$ cat config.mk
export PLATFORM = sky130hd
export DESIGN_NAME = kssd_dist
export DESIGN_NICKNAME = d
export VERILOG_FILES = /design/src/hw/rtl/kssd_pkg.sv /design/src/hw/rtl/kssd_dist.sv
export SDC_FILE = /design/constraint.sdc
export NUM_CORES = 2
export LEC_CHECK = 0
export ABC_AREA = 1
export BUFFER_PORTS_ARGS = -buffer_cell sky130_fd_sc_hd__buf_2
export CORE_UTILIZATION = 55
export CTS_CLUSTER_DIAMETER = 120
export DETAILED_ROUTE_END_ITERATION = 10
export GPL_ROUTABILITY_DRIVEN = 0
export MAX_ROUTING_LAYER = met4
export PLACE_DENSITY = 0.68
export SYNTH_ARGS = -nofsm -noshare
export SYNTH_HDL_FRONTEND = slang
export SYNTH_SLANG_ARGS = --single-unit
$ cat constraint.sdc
create_clock -name clk -period 9.75 [get_ports clk]
set_input_delay 1.4625 -clock clk [delete_from_list [all_inputs] [get_ports clk]]
set_output_delay 1.4625 -clock clk [all_outputs]
set_load 0.02 [all_outputs]
$ cat src/hw/rtl/kssd_pkg.sv
// Shared types and constants for the K-th smallest squared distance block.
`timescale 1ns / 1ps
package kssd_pkg;

  localparam int MAX_KEEP = 64;
  localparam int CNT_W    = 7;
  localparam int COORD_W  = 32;
  localparam int DIST_W   = 64;

  typedef enum logic {
    OP_INSERT = 1'b0,
    OP_QUERY  = 1'b1
  } op_t;

  // Command broadcast to every cell of the sorted chain.
  typedef struct packed {
    logic [DIST_W-1:0] sq_dist;
    logic              add_en;
    logic              rep_en;
  } cell_cmd_t;

  // Clamp the keep count into 1..MAX_KEEP.
  function automatic logic [CNT_W-1:0] limit_k(input logic [CNT_W-1:0] k);
    logic [CNT_W-1:0] r;
    r = k;
    if (k == '0) r = CNT_W'(1);
    else if (k > CNT_W'(MAX_KEEP)) r = CNT_W'(MAX_KEEP);
    return r;
  endfunction

endpackage

$ cat src/hw/rtl/kssd_dist.sv
// Three-stage pipeline that turns a point into its exact squared distance.
`timescale 1ns / 1ps
module kssd_dist
  import kssd_pkg::*;
(
  input  logic                      clk,
  input  logic                      rst_n,
  input  logic                      advance,
  input  logic                      in_valid,
  input  op_t                       in_op,
  input  logic signed [COORD_W-1:0] in_x,
  input  logic signed [COORD_W-1:0] in_y,
  output logic                      out_valid,
  output op_t                       out_op,
  output logic [DIST_W-1:0]         out_dist
);

  logic                 s1_valid_r, s2_valid_r, s3_valid_r;
  op_t                  s1_op_r, s2_op_r, s3_op_r;
  logic [COORD_W-1:0]   ax_r, ay_r;
  logic [COORD_W-1:0]   ax_nxt, ay_nxt;
  logic [DIST_W-1:0]    sqx_r, sqy_r;
  logic [DIST_W-1:0]    dist_r;

  // Magnitude of a two's complement coordinate; the most negative value maps to 2^31.
  assign ax_nxt = in_x[COORD_W-1] ? (~in_x + COORD_W'(1)) : in_x;
  assign ay_nxt = in_y[COORD_W-1] ? (~in_y + COORD_W'(1)) : in_y;

  always_ff @(posedge clk) begin
    if (!rst_n) begin
      s1_valid_r <= 1'b0;
      s2_valid_r <= 1'b0;
      s3_valid_r <= 1'b0;
    end else if (advance) begin
      s1_valid_r <= in_valid;
      s2_valid_r <= s1_valid_r;
      s3_valid_r <= s2_valid_r;
    end
  end

  always_ff @(posedge clk) begin
    if (advance) begin
      s1_op_r <= in_op;
      ax_r    <= ax_nxt;
      ay_r    <= ay_nxt;
      s2_op_r <= s1_op_r;
      sqx_r   <= DIST_W'(ax_r) * DIST_W'(ax_r);
      sqy_r   <= DIST_W'(ay_r) * DIST_W'(ay_r);
      s3_op_r <= s2_op_r;
      dist_r  <= sqx_r + sqy_r;
    end
  end

  assign out_valid = s3_valid_r;
  assign out_op    = s3_op_r;
  assign out_dist  = dist_r;

endmodule

==> impl_metrics.yaml <==
yosys:
  synth-edff-count: 257
  synthArstFlopShare: 0
  synth_common_cells: "inv_1, nand2_1, fa_1"
  syn-cell-area_mm2: 0.07855
  synth_top_area_share: 0.4039
  synth_warnings: 0
  post-synth-top-count-cell: "inv_1"
  synth_area_leaders: "fa_1, inv_1, nand2_1"
  synth-seq-cells: 260
  ys_types: 44
  ys.flop_type: "edfxtp_1"
  yosysTopAreaCell: "fa_1"
  netlist_instances: 9990
  yosysSeqAreaShare: 0.09901
  syn-num-nets: 12300
  syn_avg_cell_area_um2: 7.863
critical_path:
  cp_slowest_cell: "edfxtp_1"
  endpoint_kind: "register"
  path_class: "reg2reg"
  cp-startpoint: "ay_r[20]"
  crit_required_ns: 10.09
  slowest_delay_ns: 1.02
  cp_max_fo: 17
  critPathLaunchType: "register"
  r2r_start: "ay_r[20]"
  cpMostUsedCell: "fa_1"
  arrival_ns: 8.06
timing:
  fmax_mhz: 129.6
  fin_crit_ns: 7.716
  rsz0062_at_grt: "no"
  skew_ns: 0.01965
  tightestPinTransition_ns: 1.133
  drv_slew: 0
  min_period_over_period: 0.7913
  setup_viol: 0
  finalHoldViolations: 0
  relSlewSlack: 0.2450
  setup_tns_ns: 0
routing:
  wl_per_cell_um: 16.94
  drc: 0
  initialDrtViolationCount: 4590
  drtPass1Iterations: 6
  num_vias: 60080
  vias_per_cell: 5.031
  drtAntennaViolNets: 0
  wirelength_um: 202300
global_route:
  grt_pass1_wl_um: 331500
  grtUsageMet3: 0.03833
  met1_usage: 0.3985
  gr-total-overflow: 0
  track_usage: 0.2996
  grt_pass1_vias: 63630
  top_usage_layer: "met2"
  use_met2: 0.4815
  antenna_found_initial: 0
  grt_max_degree: 182
clocking:
  numClockSinks: 260
  cts.path.max_buffers: 3
  cts_resized: 0
  holdBufCountCts: 0
  cts-htree-levels: 2
  path_clk_slew_ns: 0.06
  post_cts_buffers: 0
  cts_tree: "yes"
  cts_root_buf: "clkbuf_16"
  numCtsBuffers: 36
  insertion_delay_ns: 0.61
finish:
  fillCellCount: 12910
  fin_area_mm2: 0.08256
  layout.nets: 12340
  area_delta_synth_final_pct: 5.099
  n_antenna_cell: 0
  drive_above_1_share: 0.04109
die:
  die_y_um: 379.9
  num_io_pins: 135
  die_area_mm2: 0.1443
  chipWidth_um: 379.9
  core_area_mm2: 0.1416
  rows: 138
  start_util: 0.5548
placed_design:
  placed_area_mm2: 0.08138
  io_buffers: 134
  dp_hpwl_um: 172500
hold_path:
  holdCritStartpoint: "s2_op_r"
  hold_path.class: "reg2reg"
flow_run:
  maxCapViolCount: 0
status:
  status: "complete, no violations"
## logic make-up after synthesis
family	count (synthesis)	synth area share
simple gates	3495	0.1788
buf+inv	3483	0.1665
fa+ha+maj	2244	0.5089
compound gates	268	0.02007
flops	260	0.09901
xor+xnor	240	0.02676
## state kept, by name, summed over array words and instances, names as in the netlist, 32 cells and up
register and count:
ax_r 32, ay_r 32, out_dist 64, sqx_r 63
sqy_r 63
## per-stage QoR
| stage | util | hold slack (ns) | std cells | worst slack, ns |
|---|---|---|---|---|
| after floorplan | - | 0.4003 | 9990 | 2.940 |
| after global placement | 0.5748 | 0.4037 | 11880 | 2.154 |
| after global routing | 0.5831 | 0.4416 | 11940 | 1.610 |
| after CTS | 0.5831 | 0.4257 | 11940 | 2.070 |
| after detailed placement | 0.5748 | 0.4090 | 11880 | 2.089 |
| final | 0.5831 | 0.4223 | 11940 | 2.034 |
## layout by cell type, fill, tap and decap left out, types with 3 or more instances in the layout
master     Yosys  layout
a21o_1         7       7
a21oi_1      143     143
a31o_2        11      11
a31oi_1        7       7
buf_2          2     133
buf_4          0      74
bufinv_16      0       4
clkbuf_1     182       4
clkbuf_16      0      36
clkinv_1       2       9
clkinv_2       0       3
dfxtp_1        3       3
edfxtp_1     257     257
fa_1        1585    1585
ha_1         659     659
inv_1       3252    3252
inv_2         18      18
inv_6          0       5
nand2_1     2724    2724
nand2_2       23      23
nand3_1      194     194
nand3_2       11      11
nand4_1       52      52
nor2_1       359     359
nor2_2        47      47
nor2_4         6       6
nor3_1        32      32
nor3_2        20      20
nor4_1         6       6
o21ai_0       34      34
o21ai_1        5       5
o21bai_1      55      55
or2_2         10      10
xnor2_1       48      48
xor2_1       192     192
## routing by layer
metal | routed length, um | vias up
li1 | - | 28340
met4 | 6813 | 0
met2 | 95130 | 2117
met3 | 14740 | 365
met1 | 85580 | 29250
met5 | 0 | -
## cell type report
class	instances	area [um2]	share of cell area
inverter	3272	12280	0.1488
multi-input combinational	6247	57700	0.6989
sequential	260	7777	0.09421
clock buffer	40	915.9	0.01109
tap	1890	2365	0.02864
clock inverter	23	262.8	0.003183
timing repair buffer	209	1256	0.01522
## final timing paths
check	end	slack, ns	cells past startpoint
min	out_op	0.42	0
max reg2reg	sqy_r[54]	2.03	25
max	sqy_r[54]	2.03	25
min reg2reg	out_op	0.42	0
## critical path: cells and delay by family, from the launching register on
kind	cells	cell delay [ns]
adders and majority gates	9	4.48
buffers and inverters	7	0.79
and+or+nand+nor	9	1.17
DFF	1	1.02
Power is not shown: default switching activity piles up to over one toggle a cycle in this logic, so the estimate is an artifact.
