[src/hw/rtl/kssd_pkg.sv]
// Shared types and constants for the K-th smallest squared distance block.
`timescale 1ns / 1ps
package kssd_pkg;

  localparam int MAX_KEEP = 64;
  localparam int CNT_W    = 7;
  localparam int COORD_W  = 32;
  localparam int DIST_W   = 64;

  typedef enum logic {
    OP_INSERT = 1'b0,
    OP_QUERY  = 1'b1
  } op_t;

  // Command broadcast to every cell of the sorted chain.
  typedef struct packed {
    logic [DIST_W-1:0] sq_dist;
    logic              add_en;
    logic              rep_en;
  } cell_cmd_t;

  // Clamp the keep count into 1..MAX_KEEP.
  function automatic logic [CNT_W-1:0] limit_k(input logic [CNT_W-1:0] k);
    logic [CNT_W-1:0] r;
    r = k;
    if (k == '0) r = CNT_W'(1);
    else if (k > CNT_W'(MAX_KEEP)) r = CNT_W'(MAX_KEEP);
    return r;
  endfunction

endpackage

[src/hw/rtl/kssd_cell.sv]
// One cell of the sorted chain: holds one distance, largest values toward cell zero.
`timescale 1ns / 1ps
module kssd_cell
  import kssd_pkg::*;
(
  input  logic              clk,
  input  cell_cmd_t         cmd,
  input  logic              held,
  input  logic [DIST_W-1:0] left_val,
  input  logic              left_ge,
  input  logic [DIST_W-1:0] right_val,
  input  logic              right_gt,
  output logic [DIST_W-1:0] val,
  output logic              ge,
  output logic              gt
);

  logic [DIST_W-1:0] value_r, value_nxt;

  assign ge = held && (value_r >= cmd.sq_dist);
  assign gt = held && (value_r >  cmd.sq_dist);

  always_comb begin
    value_nxt = value_r;
    if (cmd.add_en) begin
      // Open a slot: keep if not smaller, take the new distance at the boundary, else shift right.
      if (!ge) value_nxt = left_ge ? cmd.sq_dist : left_val;
    end else if (cmd.rep_en) begin
      // Drop the head: shift larger values left, drop the new distance in behind them.
      if (right_gt)  value_nxt = right_val;
      else if (gt)   value_nxt = cmd.sq_dist;
    end
  end

  always_ff @(posedge clk) begin
    value_r <= value_nxt;
  end

  assign val = value_r;

endmodule

[config.mk]
export PLATFORM = sky130hd
export DESIGN_NAME = kssd_cell
export DESIGN_NICKNAME = d
export VERILOG_FILES = /design/src/hw/rtl/kssd_pkg.sv /design/src/hw/rtl/kssd_cell.sv
export SDC_FILE = /design/constraint.sdc
export NUM_CORES = 1
export LEC_CHECK = 0
export BUFFER_PORTS_ARGS = -buffer_cell sky130_fd_sc_hd__buf_2
export CORE_MARGIN = 2
export CORE_UTILIZATION = 45
export DETAILED_ROUTE_END_ITERATION = 8
export GPL_TIMING_DRIVEN = 0
export PLACE_DENSITY = 0.79
export SLEW_MARGIN = 15
export SYNTH_ARGS = -nofsm -noshare
export SYNTH_HDL_FRONTEND = slang
export SYNTH_SLANG_ARGS = --single-unit
[constraint.sdc]
create_clock -name clk -period 7.6 [get_ports clk]
set_input_delay 0.76 -clock clk [delete_from_list [all_inputs] [get_ports clk]]
set_output_delay 0.76 -clock clk [all_outputs]
set_load 0.02 [all_outputs]
==> flow_summary.json, run 1 <==
{
  "outcome": "finished, final reports clean",
  "ctsHoldBuffers": 0,
  "synth.largest_area_cell": "edfxtp_1",
  "synthTopCellsByArea": "edfxtp_1 (37%), ha_1 (16%), mux2i_1 (7.9%), a21oi_1 (6.5%), a211oi_1 (5.8%)",
  "rsz0062_at_grt": "no",
  "worstReg2RegEnd": "val[47]",
  "power_leakage_uw": 0.00346,
  "clk_path_buf_depth": 2,
  "synth-async-reset-ratio": 0,
  "synth_fp_nets": 808,
  "cp-start-kind": "input pin",
  "ir_drop_mv": 0.105,
  "synth_warnings": 0,
  "multiInputGateArea_sq_mm": 0.00286,
  "fin_crit_sh": 0.489,
  "r2r_cells": 9,
  "timing.fmax_mhz": 269,
  "gr-total-overflow": 0,
  "r2r-start": "val[37]",
  "hold_violations": 0,
  "hp-class": "in2reg",
  "drt-total-wl_um": 17100,
  "power_switching_uw": 433,
  "fin_crit_ps": 3720,
  "fp.dieH_um": 111,
  "start_util": 0.456,
  "seq_area_sq_mm": 0.00192,
  "synth_top_area_share": 0.372,
  "required_ps": 6840,
  "switching_share": 0.322,
  "cp-end-kind": "output port",
  "dpl.hpwl_um": 13500,
  "path_max_fanout": 4,
  "whs_path_depth": 2,
  "synthMuxAreaShare": 0.0795,
  "synth_top_cells_by_count": "inv_1 (71), a21oi_1 (67), edfxtp_1 (64), ha_1 (64), nor2_1 (42)",
  "numCtsBuffers": 9,
  "ios": 264,
  "tightest_slew_ps": 825,
  "hp-start": "right_val[26]",
  "fin_setup_tns_ps": 0,
  "slew_headroom": 0.450,
  "power_frac_seq": 0.358,
  "num-nets-final": 1081,
  "syn-instance-count": 546,
  "area_growth_pct": 35.3,
  "dieArea_sq_mm": 0.0123,
  "cts_sinks": 64,
  "antenna_found_initial": 1,
  "synth_flop_cell": "edfxtp_1",
  "cts-htree-levels": 3,
  "synth_xor_area_frac": 0,
  "reg2reg_slack_ps": 4210,
  "drv_cap": 0,
  "synthesis.area_sq_mm": 0.00516,
  "p_int_uw": 911,
  "power_frac_comb": 0.316,
  "die_w_um": 111,
  "core.rowCount": 39,
  "hold_ws_ps": 726,
  "critical_path_arrival_ps": 2960,
  "syn_area_per_cell_sq_um": 9.46,
  "synth.most_common_cell": "inv_1",
  "design.core.area_sq_mm": 0.0113,
  "routedWlPerCell_um": 17.6,
  "fillerInstances": 1048,
  "largest_register_ffs": 64,
  "holdPathEnd": "val[26]",
  "synth_seq_cells": 64,
  "clkLatencyLatePin_ps": 330,
  "root_buffer": "clkbuf_16",
  "drc": 0,
  "path_clk_slew_ps": 50,
  "criticalPathCategory": "in2out",
  "portBuffers": 261,
  "synth_cell_types": 37,
  "layout-drive-gt1-share": 0.340,
  "grt_pass1_vias": 5442,
  "setup_viol": 0,
  "drt_iter0_markers": 377,
  "power_density_mw_per_mm2": 192,
  "synthSimpleGateAreaFrac": 0.111,
  "grt_pass1_wl_um": 26600,
  "viasPerCell": 5.51,
  "pwr-share-clk": 0.326,
  "cts_setup_buffers": 0,
  "synth_edf_count": 64,
  "cts_resized": 0,
  "ant_nets": 0,
  "cts_tree": "yes",
  "grt_usage": 0.272,
  "fin_skew_ps": 9.02,
  "synth_top_family_by_area": "compound AO/OA/AOI/OAI gates",
  "grt_max_degree": 42,
  "synth_fa_ha_area_frac": 0.155,
  "synth-compound-area-share": 0.207,
  "drv_slew": 0,
  "yosysSeqAreaShare": 0.372,
  "vias": 5338,
  "routabilityCongestion": 0.848,
  "first_pass_iters": 7
}
metal layers:
layer	wire length [um]	track usage	up-vias
met5	0	0	-
met4	389	0.0922	0
met3	1310	0.0651	29
met2	8470	0.484	240
met1	6890	0.321	2453
li1	-	-	2616
how the worst max path moves through the flow:
stage                       start  endpoint  cells past startpoint
after floorplan           cmd[52]    val[0]                      8
after global placement    cmd[40]   val[35]                     10
after detailed placement  cmd[39]   val[33]                     11
after CTS                 cmd[39]        ge                     10
after global routing      cmd[40]        ge                     10
final                     cmd[39]        ge                     10
layout by cell type, fill, tap and decap left out, types with 2 or more instances in the layout:
master | synthesis | layout
nor2b_1 | 4 | 4
nor3_1 | 26 | 26
nor2_1 | 42 | 42
nor4_1 | 2 | 2
a21o_1 | 2 | 2
nand2_1 | 17 | 17
o21a_1 | 3 | 3
mux2i_1 | 41 | 41
a221o_1 | 24 | 23
clkbuf_16 | 0 | 9
o21ai_0 | 6 | 6
nand3_1 | 5 | 5
clkbuf_1 | 29 | 32
and4_1 | 3 | 3
a221oi_1 | 4 | 4
nand4_1 | 12 | 12
bufinv_16 | 0 | 2
a211oi_1 | 40 | 40
ha_1 | 64 | 64
buf_1 | 4 | 4
a21oi_1 | 67 | 67
edfxtp_1 | 64 | 64
buf_2 | 0 | 261
inv_1 | 71 | 71
area by class of cell:
cell class,instances,share of cell area
timing repair buffer,262,0.190
buffer,33,0.0177
clock inverter,4,0.00985
sequential,64,0.275
multi-input combinational,378,0.410
inverter,71,0.0381
tap,143,0.0256
antenna,1,0.000358
clock buffer,12,0.0338
worst max-delay path: stages:
cell and delay [ps]:
buf_2 90, inv_1 50, ha_1 300, nand4_1 180, nor4_1 600, nand4_1 260, a31oi_1 290, nor4_2 100
a21oi_1 140, buf_2 180
kinds of logic (layout without fill, tap and decap cells):
logic type / count (synthesis) / count (layout)
and+or+nand+nor: 117 / 117
muxes: 41 / 41
DFF: 64 / 64
buffers and inverters: 104 / 382
adders and majority gates: 64 / 64
other: 0 / 1
AOI/OAI and AO/OA: 156 / 156
per-stage QoR:
step	power [uW]	instances	setup slack, ps	util	instance area (sq um)
floorplan	742	546	3270	-	5160
global placement	898	950	2130	0.587	6650
detailed placement	910	951	3730	0.590	6680
CTS	1350	967	3890	0.617	6980
global route	1410	967	3770	0.617	6980
finish	1340	968	3880	0.617	6990
power groups by stage:
stage,Sequential [uW],Combinational [uW],Clock (uW)
after floorplan,546,196,0
after global placement,489,408,0
after detailed placement,488,423,0
after CTS,481,425,444
after global routing,486,469,457
final,481,425,438
(Power assumes the default switching activity.)
==> run 2: changes to the inputs <==
--- a/config.mk
+++ b/config.mk
@@ -5,12 +5,13 @@
 export SDC_FILE = /design/constraint.sdc
 export NUM_CORES = 1
 export LEC_CHECK = 0
+export ABC_AREA = 1
 export BUFFER_PORTS_ARGS = -buffer_cell sky130_fd_sc_hd__buf_2
 export CORE_MARGIN = 2
 export CORE_UTILIZATION = 45
 export DETAILED_ROUTE_END_ITERATION = 8
 export GPL_TIMING_DRIVEN = 0
-export PLACE_DENSITY = 0.79
+export PLACE_DENSITY = 0.78
 export SLEW_MARGIN = 15
 export SYNTH_ARGS = -nofsm -noshare
 export SYNTH_HDL_FRONTEND = slang
==> constraint.sdc (replaced) <==
create_clock -name clk -period 3.8 [get_ports clk]
set_input_delay 0.38 -clock clk [delete_from_list [all_inputs] [get_ports clk]]
set_output_delay 0.38 -clock clk [all_outputs]
set_load 0.02 [all_outputs]
==> flow_summary.json, run 2 <==
{
  "outcome": "finished, final reports clean",
  "synthTopCellsByArea": "edfxtp_1 (36%), ha_1 (15%), nor2_1 (10%), o21ai_0 (10%), o22ai_1 (7.3%)",
  "synth_seq_cells": 64,
  "final_common_cell": "buf_2",
  "viasPerCell": 5.43,
  "area_growth_pct": 33.2,
  "p_int_uw": 1660,
  "layout.cells.non_filler": 1144,
  "fin_crit_ps": 2870,
  "drt-total-wl_um": 18100,
  "ios": 264,
  "synth-compound-area-share": 0.234,
  "power_density_mw_per_mm2": 351,
  "design.core.area_sq_mm": 0.0116,
  "synth_flop_cell": "edfxtp_1",
  "ant_nets": 0,
  "die_w_um": 114,
  "power_frac_seq": 0.374,
  "synth_top_cells_by_count": "nor2_1 (148), o21ai_0 (110), inv_1 (83)",
  "synth.largest_area_cell": "edfxtp_1",
  "synth_xor_area_frac": 0,
  "routabilityCongestion": 0.869,
  "setup_viol": 0,
  "diodes": 0,
  "root_buffer": "clkbuf_16",
  "drv_slew": 0,
  "synth_top_family_by_area": "compound AO/OA/AOI/OAI gates",
  "worstReg2RegEnd": "val[28]",
  "power_frac_comb": 0.334,
  "synth_top_area_share": 0.356,
  "fin_crit_sh": 0.756,
  "cp-start-kind": "flip-flop",
  "criticalPathCategory": "reg2reg",
  "timing.fmax_mhz": 348,
  "cts_tree": "yes",
  "grt_pass1_wl_um": 28000,
  "cts_sinks": 64,
  "placedCellCount": 1129,
  "path_clk_slew_ps": 50,
  "r2r_cells": 13,
  "core.rowCount": 39,
  "synth_cell_types": 25,
  "critical_path_arrival_ps": 2900,
  "drc": 0,
  "dieArea_sq_mm": 0.0129,
  "synth_fp_nets": 984,
  "routedWlPerCell_um": 15.8,
  "drt_iter0_markers": 465,
  "grt_max_degree": 25,
  "antenna_found_initial": 0,
  "synthMuxAreaShare": 0,
  "path_max_fanout": 24,
  "grt_usage": 0.277,
  "power_leakage_uw": 0.00358,
  "cts_resized": 0,
  "grt_pass1_vias": 5972,
  "largest_register_ffs": 64,
  "synth-async-reset-ratio": 0,
  "r2r-start": "val[57]",
  "pwr-share-clk": 0.292,
  "fin_skew_ps": 5.50,
  "num-nets-final": 1259,
  "clk_path_buf_depth": 2,
  "synth_edf_count": 64,
  "crit_path_end": "val[28]",
  "synth.most_common_cell": "nor2_1",
  "start_util": 0.467,
  "pre_cts_ws_ps": 820,
  "cp-end-kind": "flip-flop",
  "fp.dieH_um": 114,
  "crit_start": "val[57]",
  "placed_area_sq_mm": 0.00694,
  "first_pass_iters": 7,
  "synthSimpleGateAreaFrac": 0.172,
  "drv_cap": 0,
  "gr-total-overflow": 0,
  "stdcell_area_sq_mm": 0.00719,
  "slew_headroom": 0.541,
  "reg2reg_slack_ps": 930,
  "layout_common_cells": "buf_2 (264), nor2_1 (147), o21ai_0 (110)",
  "cts_setup_buffers": 0,
  "yosysSeqAreaShare": 0.356,
  "switching_share": 0.344,
  "clkLatencyLatePin_ps": 330,
  "power_switching_uw": 869,
  "hold_violations": 0,
  "required_ps": 3830,
  "vias": 6214,
  "synthesis.area_sq_mm": 0.00540,
  "ctsHoldBuffers": 0,
  "layout-drive-gt1-share": 0.292,
  "syn_area_per_cell_sq_um": 7.47,
  "numCtsBuffers": 9,
  "synth_warnings": 0,
  "dpl.hpwl_um": 13800,
  "syn-instance-count": 722,
  "tightest_slew_ps": 687,
  "synth_fa_ha_area_frac": 0.148,
  "portBuffers": 262,
  "rsz0062_at_grt": "no",
  "ir_drop_mv": 0.185,
  "setup_ws_ps": 928,
  "hp-class": "in2reg",
  "cts-htree-levels": 3
}
run 2: cell count changes after synthesis, moves of 26 or more:
cell / previous run / this run
o21ai_0: 6 / 110
nor2_1: 42 / 148
o22ai_1: 1 / 63
a21oi_1: 67 / 31
a211oi_1: 40 / 0
nor3_1: 26 / 0
mux2i_1: 41 / 0
nand2_1: 17 / 65
run 2: worst max-delay path, cell delays in order, from the launching register on:
cell and delay (ps):
edfxtp_1 420, ha_1 330, nand2_1 70, inv_1 30, o21bai_1 110, a21oi_1 80
nor2_1 150, nand2_1 90, a21oi_1 190, nand3_1 120, nand2_2 80, nor2_2 50
nor2_4 570, buf_12 270
run 2: routing by layer:
| layer | up-vias | wire length, um | GRT usage | share of wire |
|---|---|---|---|---|
| met5 | - | 0 | 0 | 0 |
| met4 | 0 | 595 | 0.128 | 0.033 |
| met3 | 53 | 1550 | 0.0590 | 0.086 |
| met2 | 329 | 8640 | 0.479 | 0.48 |
| met1 | 2790 | 7320 | 0.329 | 0.40 |
| li1 | 3042 | - | - | - |
run 2: worst min path at each step:
stage / depth (start not counted) / to / slack (ps) / start
3_3_place_gp: 3 / val[62] / 680 / left_val[62]
2_1_floorplan: 2 / val[62] / 590 / left_val[62]
4_1_cts: 3 / val[62] / 350 / left_val[62]
3_5_place_dp: 3 / val[62] / 700 / left_val[62]
6_report: 3 / val[62] / 360 / left_val[62]
5_1_grt: 3 / val[62] / 370 / left_val[62]
run 2: cells by family after synthesis:
family | after synthesis
compound gates | 234
fa+ha+maj | 64
buf+inv | 127
flops | 64
simple gates | 233
run 2: layout make-up:
type / count / area (sq um)
tap: 143 / 179
fill: 1073 / 4380
multi-input combinational: 531 / 3000
clock buffer: 13 / 240
buffer: 40 / 156
inverter: 87 / 327
timing repair buffer: 264 / 1360
sequential: 64 / 1920
clock inverter: 2 / 7.51
run 2: power by group through the flow:
stage	Sequential, uW	Clock, uW	Combinational, uW
2_1_floorplan	1060	0	386
3_3_place_gp	961	0	805
3_5_place_dp	959	0	834
4_1_cts	945	745	844
5_1_grt	955	777	942
6_report	945	736	845
run 2: metrics by stage:
step,total power [uW],hold WS (ps),utilization,TNS (ps)
2_1_floorplan,1450,589,-,0
3_3_place_gp,1770,680,0.596,-63390
3_5_place_dp,1790,701,0.600,0
4_1_cts,2530,349,0.622,0
5_1_grt,2670,367,0.622,0
6_report,2530,365,0.622,0
==> run 3: changes to the inputs <==
--- a/config.mk
+++ b/config.mk
@@ -8,10 +8,10 @@
 export ABC_AREA = 1
 export BUFFER_PORTS_ARGS = -buffer_cell sky130_fd_sc_hd__buf_2
 export CORE_MARGIN = 2
-export CORE_UTILIZATION = 45
+export CORE_UTILIZATION = 43
 export DETAILED_ROUTE_END_ITERATION = 8
 export GPL_TIMING_DRIVEN = 0
-export PLACE_DENSITY = 0.78
+export PLACE_DENSITY = 0.79
 export SLEW_MARGIN = 15
 export SYNTH_ARGS = -nofsm -noshare
 export SYNTH_HDL_FRONTEND = slang
==> constraint.sdc (replaced) <==
create_clock -name clk -period 2.62 [get_ports clk]
set_input_delay 0.262 -clock clk [delete_from_list [all_inputs] [get_ports clk]]
set_output_delay 0.262 -clock clk [all_outputs]
set_load 0.02 [all_outputs]
==> flow_summary.json, run 3 (same netlist as run 2, synthesis figures left out) <==
{
  "outcome": "finished, final reports clean",
  "antenna_found_initial": 0,
  "routedWlPerCell_um": 15.7,
  "cp-end-kind": "output port",
  "layout-drive-gt1-share": 0.309,
  "tightest_slew_ps": 591,
  "vias": 6229,
  "stdcell_area_sq_mm": 0.00741,
  "core.rowCount": 40,
  "power_density_mw_per_mm2": 505,
  "grt_max_degree": 26,
  "numCtsBuffers": 9,
  "clk_path_buf_depth": 2,
  "cts_sinks": 64,
  "portBuffers": 262,
  "fin_crit_ps": 2480,
  "routabilityCongestion": 0.870,
  "slew_headroom": 0.606,
  "cp-start-kind": "flip-flop",
  "fin_util": 0.612,
  "rsz0062_at_grt": "yes",
  "critical_path_arrival_ps": 2220,
  "die_w_um": 116,
  "gr-total-overflow": 0,
  "design.core.area_sq_mm": 0.0121,
  "hp-class": "in2reg",
  "criticalPathCategory": "reg2out",
  "drv_slew": 0,
  "drt_iter0_markers": 399,
  "grt_pass1_wl_um": 27500,
  "path_max_fanout": 2,
  "fp.dieH_um": 116,
  "hold_violations": 0,
  "area_growth_pct": 37.3,
  "clkLatencyLatePin_ps": 340,
  "root_buffer": "clkbuf_16",
  "fin_crit_sh": 0.948,
  "layout_common_cells": "buf_2 (263), nor2_1 (145), o21ai_0 (110)",
  "viasPerCell": 5.28,
  "setup_viol": 0,
  "fin_skew_ps": 7.41,
  "ios": 264,
  "placed_area_sq_mm": 0.00698,
  "first_pass_iters": 5,
  "grt_pass1_vias": 5733,
  "final_common_cell": "buf_2",
  "drc": 0,
  "grt_usage": 0.265,
  "path_clk_slew_ps": 60,
  "num-nets-final": 1270,
  "ant_nets": 0,
  "cts_tree": "yes",
  "power_leakage_uw": 0.00367,
  "start_util": 0.446,
  "largest_register_ffs": 64,
  "ir_drop_mv": 0.291,
  "drt-total-wl_um": 18600,
  "dpl.hpwl_um": 14000,
  "dieArea_sq_mm": 0.0135,
  "timing.fmax_mhz": 402,
  "cts-htree-levels": 3,
  "drv_cap": 0,
  "required_ps": 2360
}
==> run 3: changes by cell type in the layout (fill, tap and decap cells not counted), moves of 2 or more <==
cell / delta
a21oi_1: -3
a21oi_2: +3
buf_4: +7
buf_6: +2
clkbuf_16: +2
nor2_1: -2
==> run 3: worst paths after layout <==
kind	start	endpoint	slack [ps]	depth (start not counted)
max	val[55]	ge	140	12
min	left_val[62]	val[62]	250	3
max reg2reg	val[59]	val[43]	140	13
min reg2reg	val[63]	val[3]	1400	12
==> run 3: area by class of cell <==
class / count / area [sq um]
Inverter: 87 / 327
Tap cell: 168 / 210
Antenna cell: 1 / 2.50
Clock buffer: 12 / 236
Clock inverter: 2 / 8.76
Multi-Input combinational cell: 531 / 3040
Timing Repair Buffer: 275 / 1510
Sequential cell: 64 / 1920
Buffer: 40 / 156
Fill cell: 1146 / 4700
==> run 3: worst max-delay path, cell delays in order, from the launching register on <==
cell and delay (ps):
edfxtp_1 410, ha_1 310, nand2_1 90, nor2_2 170
nand4_1 160, nor2_4 160, nand2_2 70, nor2_2 100
inv_1 50, nand3_1 80, nand2_2 70, inv_1 60
buf_4 140
==> run 3: timing repair <==
item / 4_1_cts / 5_1_grt
resized for setup: 0 / 13
gates cloned: 0 / 2
setup buffers: 6 / 3
hold buffers: 0 / 0
setup endpoints to repair: 49 / 58
pin swaps: 1 / 3
==> run 3: through the flow <==
stage,cells,hold WS [ps],setup WS (ps),total power [uW],setup TNS [ps]
after floorplan,722,471,-372,2100,-23800
after detailed placement,1154,601,-207,2600,-9350
after CTS,1174,245,123,3690,0
after global routing,1179,268,-17.7,3950,-248
after global placement,1152,562,-971,2560,-61790
final,1180,252,136,3740,0
==> run 3: report_power, final <==
part / switching, uW / internal, uW
Sequential: 71.0 / 1300
Clock: 441 / 625
Combinational: 774 / 527
Total: 1290 / 2450
==> run 3: layer usage <==
metal,vias to the layer above,track usage,part of all wire
met1,2815,0.320,0.42
met5,-,0,0
met3,35,0.0523,0.087
met2,309,0.463,0.47
met4,0,0.107,0.023
li1,3070,-,-
